`config.mk`:
```
export PLATFORM = sky130hd
export DESIGN_NAME = analog_out_dac_frame_serializer_core
export DESIGN_NICKNAME = d
export VERILOG_FILES = /design/src/adfs_pkg.sv /design/src/adfs_front.sv /design/src/adfs_queue.sv /design/src/adfs_back.sv /design/src/analog_out_dac_frame_serializer_core.sv
export SDC_FILE = /design/constraint.sdc
export NUM_CORES = 2
export LEC_CHECK = 0
export BUFFER_PORTS_ARGS = -buffer_cell sky130_fd_sc_hd__buf_2
export CAP_MARGIN = 5
export CORE_ASPECT_RATIO = 0.6
export CORE_MARGIN = 10
export CORE_UTILIZATION = 25
export CTS_CLUSTER_SIZE = 12
export DETAILED_ROUTE_END_ITERATION = 7
export HOLD_SLACK_MARGIN = 0.08
export PLACE_DENSITY = 0.38
export REMOVE_ABC_BUFFERS = 1
export SYNTH_ARGS = -nofsm -noshare
export SYNTH_HDL_FRONTEND = slang
export SYNTH_SLANG_ARGS = --single-unit
```
`constraint.sdc`:
```
create_clock -name clock -period 14.9 [get_ports clock]
set_input_delay 2.98 -clock clock [delete_from_list [all_inputs] [get_ports clock]]
set_output_delay 2.98 -clock clock [all_outputs]
set_load 0.01 [all_outputs]
```
`src/adfs_pkg.sv`:
```
package adfs_pkg;

   localparam int FRAME_BITS_DEF = 24;

   localparam logic [1:0] MODE_VOLT = 2'd0;
   localparam logic [1:0] MODE_CURR = 2'd1;

   localparam logic [3:0] CH_MIN = 4'd1;
   localparam logic [3:0] CH_MAX = 4'd8;
   localparam logic [3:0] CH_SPLIT = 4'd4;

   localparam logic [13:0] VOLT_CAP = 14'd9999;
   localparam logic [14:0] CURR_CAP = 15'd19999;
   localparam logic [14:0] CURR_ZERO = 15'd3984;
   localparam logic [9:0] CURR_MUL = 10'd1000;
   localparam logic [24:0] CURR_OFFSET = 25'd3984060;

   localparam logic [23:0] VOLT_DIV = 24'd10000;
   localparam logic [23:0] CURR_DIV = 24'd16095940;
   localparam logic [26:0] VOLT_RECIP = 27'd109951162;
   localparam logic [26:0] CURR_RECIP = 27'd68309;

   localparam logic [23:0] BASE_LOW = 24'h100000;
   localparam logic [23:0] BASE_HIGH = 24'h500000;
   localparam int SEL_SHIFT = 17;

   typedef struct packed {
      logic signed [15:0] setpoint_milli;
      logic [3:0] channel;
      logic [1:0] mode;
   } req_type;

   typedef struct packed {
      logic serial_bit;
      logic frame_start;
      logic last_bit;
   } rsp_type;

   typedef struct packed {
      logic full;
      logic empty;
   } q_stat_type;

endpackage

```
`src/adfs_front.sv`:
```
module adfs_front #(
   parameter int FRAME_BITS = adfs_pkg::FRAME_BITS_DEF
) (
   input  logic clock,
   input  logic reset,
   input  logic start,
   input  adfs_pkg::req_type req_data,
   output logic busy,
   input  adfs_pkg::q_stat_type q_stat,
   output logic push,
   output logic [FRAME_BITS-1:0] push_frame
);

   localparam logic [2:0] ST_IDLE = 3'd0;
   localparam logic [2:0] ST_PREP = 3'd1;
   localparam logic [2:0] ST_MUL = 3'd2;
   localparam logic [2:0] ST_FIX = 3'd3;
   localparam logic [2:0] ST_ADJ = 3'd4;
   localparam logic [2:0] ST_PUSH = 3'd5;

   logic [2:0] state_ff, state_in;
   adfs_pkg::req_type req_ff, req_in;
   logic [23:0] x_ff, x_in;
   logic [23:0] d_ff, d_in;
   logic [26:0] k_ff, k_in;
   logic [15:0] est_ff, est_in;
   logic [39:0] qd_ff, qd_in;
   logic [15:0] code_ff, code_in;
   logic [23:0] hdr_ff, hdr_in;

   logic [14:0] v;
   logic [13:0] vv;
   logic [14:0] vc;
   logic [24:0] prod;
   logic [24:0] num;
   logic [3:0] ch_m1;
   logic ch_ok;
   logic [50:0] mul;
   logic [39:0] rem;
   logic up;

   always_comb begin
      v = req_ff.setpoint_milli[15] ? 15'd0 : 15'(req_ff.setpoint_milli[14:0]);
      vv = (v > 15'(adfs_pkg::VOLT_CAP)) ? adfs_pkg::VOLT_CAP : v[13:0];
      vc = (v > adfs_pkg::CURR_CAP) ? adfs_pkg::CURR_CAP : v;
      prod = 25'(vc) * 25'(adfs_pkg::CURR_MUL);
      num = prod - adfs_pkg::CURR_OFFSET;
      ch_m1 = req_ff.channel - 4'd1;
      ch_ok = (req_ff.channel >= adfs_pkg::CH_MIN) && (req_ff.channel <= adfs_pkg::CH_MAX);
      mul = x_ff * k_ff;
      rem = {x_ff, 16'd0} - qd_ff;
      up = (rem >= {16'd0, d_ff});
   end

   // The reciprocal product can fall one short of the true quotient, and the
   // remainder check adds that step back.
   always_comb begin
      state_in = state_ff;
      req_in = req_ff;
      x_in = x_ff;
      d_in = d_ff;
      k_in = k_ff;
      est_in = est_ff;
      qd_in = qd_ff;
      code_in = code_ff;
      hdr_in = hdr_ff;
      push = 1'b0;
      case (state_ff)
         ST_IDLE: begin
            if (start) begin
               req_in = req_data;
               state_in = ST_PREP;
            end
         end
         ST_PREP: begin
            hdr_in = ((req_ff.channel <= adfs_pkg::CH_SPLIT) ? adfs_pkg::BASE_LOW
                                                            : adfs_pkg::BASE_HIGH)
                     | (24'(ch_m1[1:0]) << adfs_pkg::SEL_SHIFT);
            if (req_ff.mode == adfs_pkg::MODE_VOLT) begin
               x_in = 24'(vv);
               d_in = adfs_pkg::VOLT_DIV;
               k_in = adfs_pkg::VOLT_RECIP;
            end else if (req_ff.mode == adfs_pkg::MODE_CURR && vc > adfs_pkg::CURR_ZERO) begin
               x_in = num[23:0];
               d_in = adfs_pkg::CURR_DIV;
               k_in = adfs_pkg::CURR_RECIP;
            end else begin
               x_in = '0;
               d_in = adfs_pkg::VOLT_DIV;
               k_in = adfs_pkg::VOLT_RECIP;
            end
            state_in = ch_ok ? ST_MUL : ST_IDLE;
         end
         ST_MUL: begin
            est_in = mul[39:24];
            state_in = ST_FIX;
         end
         ST_FIX: begin
            qd_in = est_ff * d_ff;
            state_in = ST_ADJ;
         end
         ST_ADJ: begin
            code_in = est_ff + 16'(up);
            state_in = ST_PUSH;
         end
         ST_PUSH: begin
            if (!q_stat.full) begin
               push = 1'b1;
               state_in = ST_IDLE;
            end
         end
         default: begin
            state_in = ST_IDLE;
         end
      endcase
   end

   always_ff @(posedge clock) begin
      if (reset) begin
         state_ff <= ST_IDLE;
      end else begin
         state_ff <= state_in;
      end
      req_ff <= req_in;
      x_ff <= x_in;
      d_ff <= d_in;
      k_ff <= k_in;
      est_ff <= est_in;
      qd_ff <= qd_in;
      code_ff <= code_in;
      hdr_ff <= hdr_in;
   end

   assign busy = (state_ff != ST_IDLE);
   assign push_frame = FRAME_BITS'(hdr_ff + {8'd0, code_ff});

`ifndef NO_ASSERTIONS
   a_push_after_div: assert property (@(posedge clock) disable iff (reset)
      push |-> $past(state_ff == ST_ADJ || state_ff == ST_PUSH))
      else $error("Frame pushed without a finished code.");
`endif

endmodule

```
`src/adfs_queue.sv`:
```
module adfs_queue #(
   parameter int FRAME_BITS = adfs_pkg::FRAME_BITS_DEF
) (
   input  logic clock,
   input  logic reset,
   input  logic push,
   input  logic [FRAME_BITS-1:0] push_frame,
   input  logic pop,
   output logic [FRAME_BITS-1:0] pop_frame,
   output adfs_pkg::q_stat_type q_stat
);

   logic [FRAME_BITS-1:0] slot_ff [2];
   logic wr_ptr_ff, wr_ptr_in;
   logic rd_ptr_ff, rd_ptr_in;
   logic [1:0] count_ff, count_in;

   always_comb begin
      wr_ptr_in = push ? ~wr_ptr_ff : wr_ptr_ff;
      rd_ptr_in = pop ? ~rd_ptr_ff : rd_ptr_ff;
      count_in = count_ff + 2'(push) - 2'(pop);
   end

   always_ff @(posedge clock) begin
      if (reset) begin
         wr_ptr_ff <= 1'b0;
         rd_ptr_ff <= 1'b0;
         count_ff <= 2'd0;
      end else begin
         wr_ptr_ff <= wr_ptr_in;
         rd_ptr_ff <= rd_ptr_in;
         count_ff <= count_in;
      end
      if (push) begin
         slot_ff[wr_ptr_ff] <= push_frame;
      end
   end

   assign pop_frame = slot_ff[rd_ptr_ff];
   assign q_stat.full = (count_ff == 2'd2);
   assign q_stat.empty = (count_ff == 2'd0);

`ifndef NO_ASSERTIONS
   a_no_overflow: assert property (@(posedge clock) disable iff (reset)
      push |-> !q_stat.full)
      else $error("Transfer into a full queue.");
   a_no_underflow: assert property (@(posedge clock) disable iff (reset)
      pop |-> !q_stat.empty)
      else $error("Read from an empty queue.");
`endif

endmodule

```
`src/adfs_back.sv`:
```
module adfs_back #(
   parameter int FRAME_BITS = adfs_pkg::FRAME_BITS_DEF
) (
   input  logic clock,
   input  logic reset,
   input  adfs_pkg::q_stat_type q_stat,
   input  logic [FRAME_BITS-1:0] pop_frame,
   output logic pop,
   output logic rsp_strobe,
   output adfs_pkg::rsp_type rsp_data
);

   localparam int CNT_W = $clog2(FRAME_BITS);
   localparam logic [CNT_W-1:0] LAST = CNT_W'(FRAME_BITS - 1);

   logic active_ff, active_in;
   logic [CNT_W-1:0] cnt_ff, cnt_in;
   logic [FRAME_BITS-1:0] sh_ff, sh_in;
   logic at_last;

   always_comb begin
      at_last = active_ff && (cnt_ff == LAST);
      pop = !q_stat.empty && (!active_ff || at_last);
      active_in = active_ff;
      cnt_in = cnt_ff + 1'b1;
      sh_in = {sh_ff[FRAME_BITS-2:0], 1'b0};
      if (pop) begin
         active_in = 1'b1;
         cnt_in = '0;
         sh_in = pop_frame;
      end else if (at_last) begin
         active_in = 1'b0;
      end
   end

   always_ff @(posedge clock) begin
      if (reset) begin
         active_ff <= 1'b0;
         cnt_ff <= '0;
      end else begin
         active_ff <= active_in;
         cnt_ff <= cnt_in;
      end
      sh_ff <= sh_in;
   end

   assign rsp_strobe = active_ff;
   assign rsp_data.serial_bit = sh_ff[FRAME_BITS-1];
   assign rsp_data.frame_start = active_ff && (cnt_ff == '0);
   assign rsp_data.last_bit = at_last;

`ifndef NO_ASSERTIONS
   a_after_last: assert property (@(posedge clock) disable iff (reset)
      rsp_strobe && rsp_data.last_bit |=> !rsp_strobe || rsp_data.frame_start)
      else $error("Frame followed by a transfer that is not a frame start.");
   a_mid_frame: assert property (@(posedge clock) disable iff (reset)
      rsp_strobe && !rsp_data.last_bit |=> rsp_strobe && !rsp_data.frame_start)
      else $error("Frame cut short.");
`endif

endmodule

```
`src/analog_out_dac_frame_serializer_core.sv`:
```
// From a request transfer to the first frame bit on the result ports, when the queue is
// empty, the front steps through classify, reciprocal multiply, remainder, correction and
// enqueue, and then the shift register is loaded; an out-of-range channel yields no frame.
// Throughput: 24-bit frames go out one bit per cycle from the shift register;
// the front is busy until its frame is pushed; a two-entry queue holds frames meanwhile.
// The receiver cannot stall. Reset is synchronous and active high; it empties the queue.
module analog_out_dac_frame_serializer_core #(
   parameter int FRAME_BITS = adfs_pkg::FRAME_BITS_DEF
) (
   input  logic clock,
   input  logic reset,
   input  logic start,
   output logic busy,
   input  adfs_pkg::req_type req_data,
   output logic rsp_strobe,
   output adfs_pkg::rsp_type rsp_data
);

   adfs_pkg::q_stat_type q_stat;
   logic push;
   logic pop;
   logic [FRAME_BITS-1:0] push_frame;
   logic [FRAME_BITS-1:0] pop_frame;

   adfs_front #(.FRAME_BITS(FRAME_BITS)) u_front (
      .clock(clock),
      .reset(reset),
      .start(start),
      .req_data(req_data),
      .busy(busy),
      .q_stat(q_stat),
      .push(push),
      .push_frame(push_frame)
   );

   adfs_queue #(.FRAME_BITS(FRAME_BITS)) u_queue (
      .clock(clock),
      .reset(reset),
      .push(push),
      .push_frame(push_frame),
      .pop(pop),
      .pop_frame(pop_frame),
      .q_stat(q_stat)
   );

   adfs_back #(.FRAME_BITS(FRAME_BITS)) u_back (
      .clock(clock),
      .reset(reset),
      .q_stat(q_stat),
      .pop_frame(pop_frame),
      .pop(pop),
      .rsp_strobe(rsp_strobe),
      .rsp_data(rsp_data)
   );

endmodule
```
# Word level (Yosys, flattened, before mapping)

Memory sizes are Yosys's and may differ from the RTL's. A register that Yosys moved wholly into a read port is not among the register bits.
Index checks and enable logic that the tools add are counted.

Muxes and demuxes: 21
$add $sub $neg: 8
Reductions and logical operators: 18
Bitwise gates (word level): 4
Eq/ne operators: 10
$mul: 3
Magnitude comparators: 7

Operators with widths:

| cell                                                  | count |
|---|---|
| 2-to-1 mux 24 bit                                     | 2 |
| 2-to-1 mux 14 bit                                     | 3 |
| >= comparator 40 x 24 -> 1 bit                        | 1 |
| multiplier 16 x 24 -> 40 bit                          | 1 |
| multiplier 24 x 27 -> 40 bit                          | 1 |
| subtractor 40 bit                                     | 1 |
| 2-to-1 mux 15 bit                                     | 2 |
| 2-to-1 mux 27 bit                                     | 1 |
| adder 24 x 16 -> 24 bit                               | 1 |
| bitwise OR 24 x 19 -> 24 bit                          | 1 |
| subtractor 24 x 22 -> 24 bit (second input constant)  | 1 |
| 2-to-1 mux 23 bit                                     | 1 |
| multiplier 15 x 7 -> 21 bit (second input constant)   | 1 |
| case mux 3 bit (6 select lines)                       | 1 |
| adder 16 x 1 -> 16 bit                                | 1 |
| > comparator 15 x 12 -> 1 bit (second input constant) | 1 |
| > comparator 15 x 14 -> 1 bit (second input constant) | 1 |
| > comparator 15 bit (second input constant)           | 1 |
| 2-to-1 mux 1 bit                                      | 8 |
| == test 3 x 2 -> 1 bit (second input constant)        | 2 |
| == test 3 bit (second input constant)                 | 2 |
| 2-to-1 mux 3 bit                                      | 2 |
| adder 5 x 1 -> 5 bit (second input constant)          | 1 |
| == test 5 bit (second input constant)                 | 1 |
| 22 further kinds                                      | 33 |

Flip-flop bits (word level): 230
Bits of input ports: 25
Output and inout port bits: 5
Logic and storage cells: 91
Memories: 1
Memory bits (writable): 48

Memories:

| memory          | depth | width | rd ports | clocked after memory_dff | wr ports | line             | source |
|---|---|---|---|---|---|---|---|
| u_queue.slot_ff | 2     | 24    | 1        | 1                        | 1        | adfs_queue.sv:13 | `logic [FRAME_BITS-1:0] slot_ff [2];` |

# Logic depth before layout (Yosys ltp)

Word-level depth: 7
Depth in mapped cells: 28
Depth with buffers taken out: 26

# By module

From an unflattened synthesis, not the netlist that was laid out.

Cell total of the unflattened synthesis: 3095
Area, all modules: 32804.0 µm²

By module, submodules not included:

| module     | sequential area each (µm²) | times used | area each (µm²) | cells each |
|---|---|---|---|---|
| adfs_front | 3693.5                     | 1          | 29602.1         | 2916 |
| adfs_queue | 1541.5                     | 1          | 2054.5          | 96 |
| adfs_back  | 600.6                      | 1          | 1147.4          | 83 |

# Worst setup path before layout

No wires, ideal clock.

Kind: reg2reg
Start point: register u_front.k_ff[25]
End point: register u_front.est_ff[13] (data pin)
Buffers on the path: 2
Arrival time: 6.909 ns
Setup time: 0.263 ns
Stages on the path, launching flop included: 29
Data required time: 14.637 ns
Path slack: 7.728 ns
Period minus slack after synthesis: 7.172 ns
Cell sequence: edfxtp_1 clkbuf_1 clkbuf_1 nand2_1 inv_1 fa_1 inv_1 fa_1 inv_1 fa_1 inv_1 fa_1 fa_1 inv_1 fa_1 inv_1 fa_1 inv_1 ha_1 o21ai_0 nand2b_1 o2111ai_1 a311oi_1 a2111oi_0 a21oi_1 o21ai_1 nor2b_1 a311oi_1 xnor2_1

Word-level cells in the longest chain between the ends: 1

Ends and longest elaborated chain:

| item                         | line              | source |
|---|---|---|
| start: declaration           | adfs_front.sv:25  | `logic [26:0] k_ff, k_in;` |
| start signal: assignment     | adfs_front.sv:127 | `k_ff <= k_in;` |
| multiplier 24 x 27 -> 40 bit | adfs_front.sv:50  | `mul = x_ff * k_ff;` |
| named net u_front.mul[37]    | adfs_front.sv:38  | `logic [50:0] mul;` |
| end signal: assignment       | adfs_front.sv:128 | `est_ff <= est_in;` |
| end: declaration             | adfs_front.sv:26  | `logic [15:0] est_ff, est_in;` |

The timed path passes the listed nets, and every way through them passes these cells.
A chain may end at the register's enable or synchronous reset.

# Worst setup path after layout

Start point: register u_front.k_ff[9]
End point: register u_front.est_ff[13] (data pin)

Same word-level chain as after synthesis.

==> results.json <==
{
  "status": "completed",
  "cp-end-kind": "flip-flop",
  "critPathArrivalTime_ps": 8950,
  "start_util_pct": 25.3,
  "tightestPinTransition_ps": 1070,
  "wire_per_inst_um": 20.4,
  "crit_type": "flip-flop to flip-flop",
  "fmax_mhz": 115,
  "rsz0062_at_grt": "no",
  "via_per_inst": 4.22,
  "fin_nets": 4233,
  "syn_avg_cell_area_um2": 10.3,
  "critPathRequiredTime_ps": 15190,
  "yosys_warnings": 0,
  "grt_max_degree": 50,
  "clkTransAtPathRegs_ps": 110,
  "drive_gt1_share_pct": 3.56,
  "async_reset_ff_share_pct": 0,
  "vias": 20600,
  "ioPinCount": 30,
  "clk_latency_ps": 530,
  "fill_cells": 13600,
  "die_h_um": 298,
  "clk_root_buffer_cell": "clkbuf_16",
  "syn2layout_area_growth_pct": 9.17,
  "hold_viol": 0,
  "final_common_cell": "inv_1",
  "synth_top_cell_by_area": "fa_1",
  "setup_viol": 0,
  "io_buffers": 29,
  "hpwl_um": 88900,
  "drt-total-wl_um": 99400,
  "hold_buffers": 0,
  "post-cts-setup-buffers": 0,
  "drv_cap": 0,
  "cts_buffers": 17,
  "cts_sinks": 197,
  "grt_pass1_vias": 21800,
  "die_area_um2": 144000,
  "die_w_um": 484,
  "synth_seq_area_share_pct": 17.2,
  "mostFrequentLayoutCells": "inv_1, fa_1, ha_1",
  "clock_skew_ps": 30.9,
  "syn_inst": 3133,
  "cts_tree": "built",
  "ys.flop_type": "edfxtp_1",
  "antenna_found_initial": 10,
  "mappedNetlistArea_um2": 32300,
  "hold_class": "flip-flop to flip-flop",
  "synth_area_leaders": "fa_1, ha_1, edfxtp_1, inv_1, xnor2_1",
  "firstDrtPassIters": 5,
  "start_kind": "flip-flop",
  "core_um2": 127000,
  "yosys.area.top_type_share_pct": 35.3,
  "grt_pass1_wl_um": 150000,
  "gp_congestion": 0.858,
  "gr-total-overflow": 0,
  "cp_max_fo": 27,
  "synth_edf_count": 159,
  "final_max_slew_viol_count": 0,
  "grt_use_total_pct": 14.0,
  "drc_errors": 0,
  "fin_crit_ps": 8670,
  "cts_resized": 0,
  "drt_iter0_markers": 1465,
  "rows": 101,
  "ys_ff_latch": 197,
  "clockBufferDepth": 2,
  "synth_cell_types": 76,
  "htree_levels": 4,
  "tns_ps": 0,
  "max_slew_margin_pct": 28.7,
  "drtAntennaViolNets": 0,
  "final.period_utilization_pct": 58.2
}
-- logic make-up (layout without fill, tap and decap cells) --
| kind of cell | after synthesis | in the layout | synth area share, % |
|---|---|---|---|
| flops | 197 | 197 | 17.2 |
| mux | 24 | 24 | 0.752 |
| other cells | 0 | 3 | 0 |
| compound gates | 329 | 329 | 6.51 |
| xor+xnor | 135 | 135 | 3.66 |
| simple gates | 460 | 460 | 7.21 |
| fa+ha+maj | 1043 | 1043 | 53.7 |
| buf+inv | 945 | 990 | 11.0 |
-- cell type report --
| type | instances | area [um2] | share of cell area [%] |
|---|---|---|---|
| diodes | 3 | 7.51 | 0.0213 |
| clock buffers | 17 | 425 | 1.21 |
| clock inverters | 15 | 220 | 0.625 |
| inverters | 909 | 3410 | 9.68 |
| multi-input cells | 1991 | 23200 | 65.9 |
| flip-flops and latches | 197 | 5540 | 15.7 |
| well taps | 1699 | 2130 | 6.03 |
| repair buffers | 49 | 295 | 0.838 |
-- worst max-delay path, cell delays in order, from the launching register on --
cell       delay [ps]
edfxtp_1          610
buf_4             340
inv_1             530
nor2_1            310
fa_1              480
fa_1              390
fa_1              540
inv_1              60
fa_1              410
fa_1              510
inv_1              60
fa_1              520
inv_1              50
fa_1              470
inv_1              40
ha_1              280
o21ai_0           180
nand2b_1           80
o2111ai_1         120
a311oi_1           90
a2111oi_1         830
a21oi_1           520
o21ai_1           450
nor2b_1           120
a311oi_1          330
xnor2_1           100
-- Yosys cell counts, drive strengths merged, types with 11 or more instances --
library cell,n
nor4,15
nor3,32
nand3,38
nand2b,13
nand4,12
ha,474
a21oi,117
xnor2,101
edfxtp,159
fa,569
xor2,34
nand2,119
mux2i,22
and2,43
o211ai,11
a21o,43
clkbuf,30
nor2b,22
o21ai,59
nor2,109
inv,909
dfxtp,38
-- registers in the layout, summed over array words and instances (netlist names), named ones only --
name,cells
u_front.qd_ff,38
u_queue.slot_ff,38
u_back.sh_ff,24
u_front.x_ff,24
u_front.req_ff,22
u_front.code_ff,16
u_front.est_ff,16
u_back.cnt_ff,5
u_front.hdr_ff,3
u_front.state_ff,3
u_front.k_ff,2
u_queue.count_ff,2
u_back.rsp_strobe,1
u_queue.rd_ptr_ff,1
u_queue.wr_ptr_ff,1
-- worst paths after layout --
path                                        from                  to  slack (ps)  cells past startpoint
worst max register to register   u_front.k_ff[9]  u_front.est_ff[13]        6230                     25
worst min register to register  u_back.sh_ff[19]    u_back.sh_ff[20]         430                      1
worst min-delay path            u_back.sh_ff[19]    u_back.sh_ff[20]         430                      1
worst max-delay path             u_front.k_ff[9]  u_front.est_ff[13]        6230                     25
-- routing by layer --
layer	wire [um]	up-vias	share of wire, %	GRT usage [%]
met1	59200	10300	60	24.4
met3	8800	27	8.9	5.17
met5	0	-	0	0
met4	430	0	0.43	1.37
met2	31000	450	31	15.3
li1	-	9878	-	-
-- through the flow --
stage / hold WS [ps] / setup WS (ps) / util, % / instance area, um2 / instances
after floorplan: 393 / 7610 / - / 32100 / 3097
after global placement: 399 / 6340 / 27.1 / 34600 / 4845
after detailed placement: 407 / 6150 / 27.1 / 34600 / 4845
after CTS: 428 / 6170 / 27.7 / 35200 / 4877
after global routing: 443 / 5570 / 27.7 / 35200 / 4878
final: 426 / 6230 / 27.7 / 35200 / 4880
Power is not shown: default switching activity piles up to over one toggle a cycle in this logic, so the estimate is an artifact.
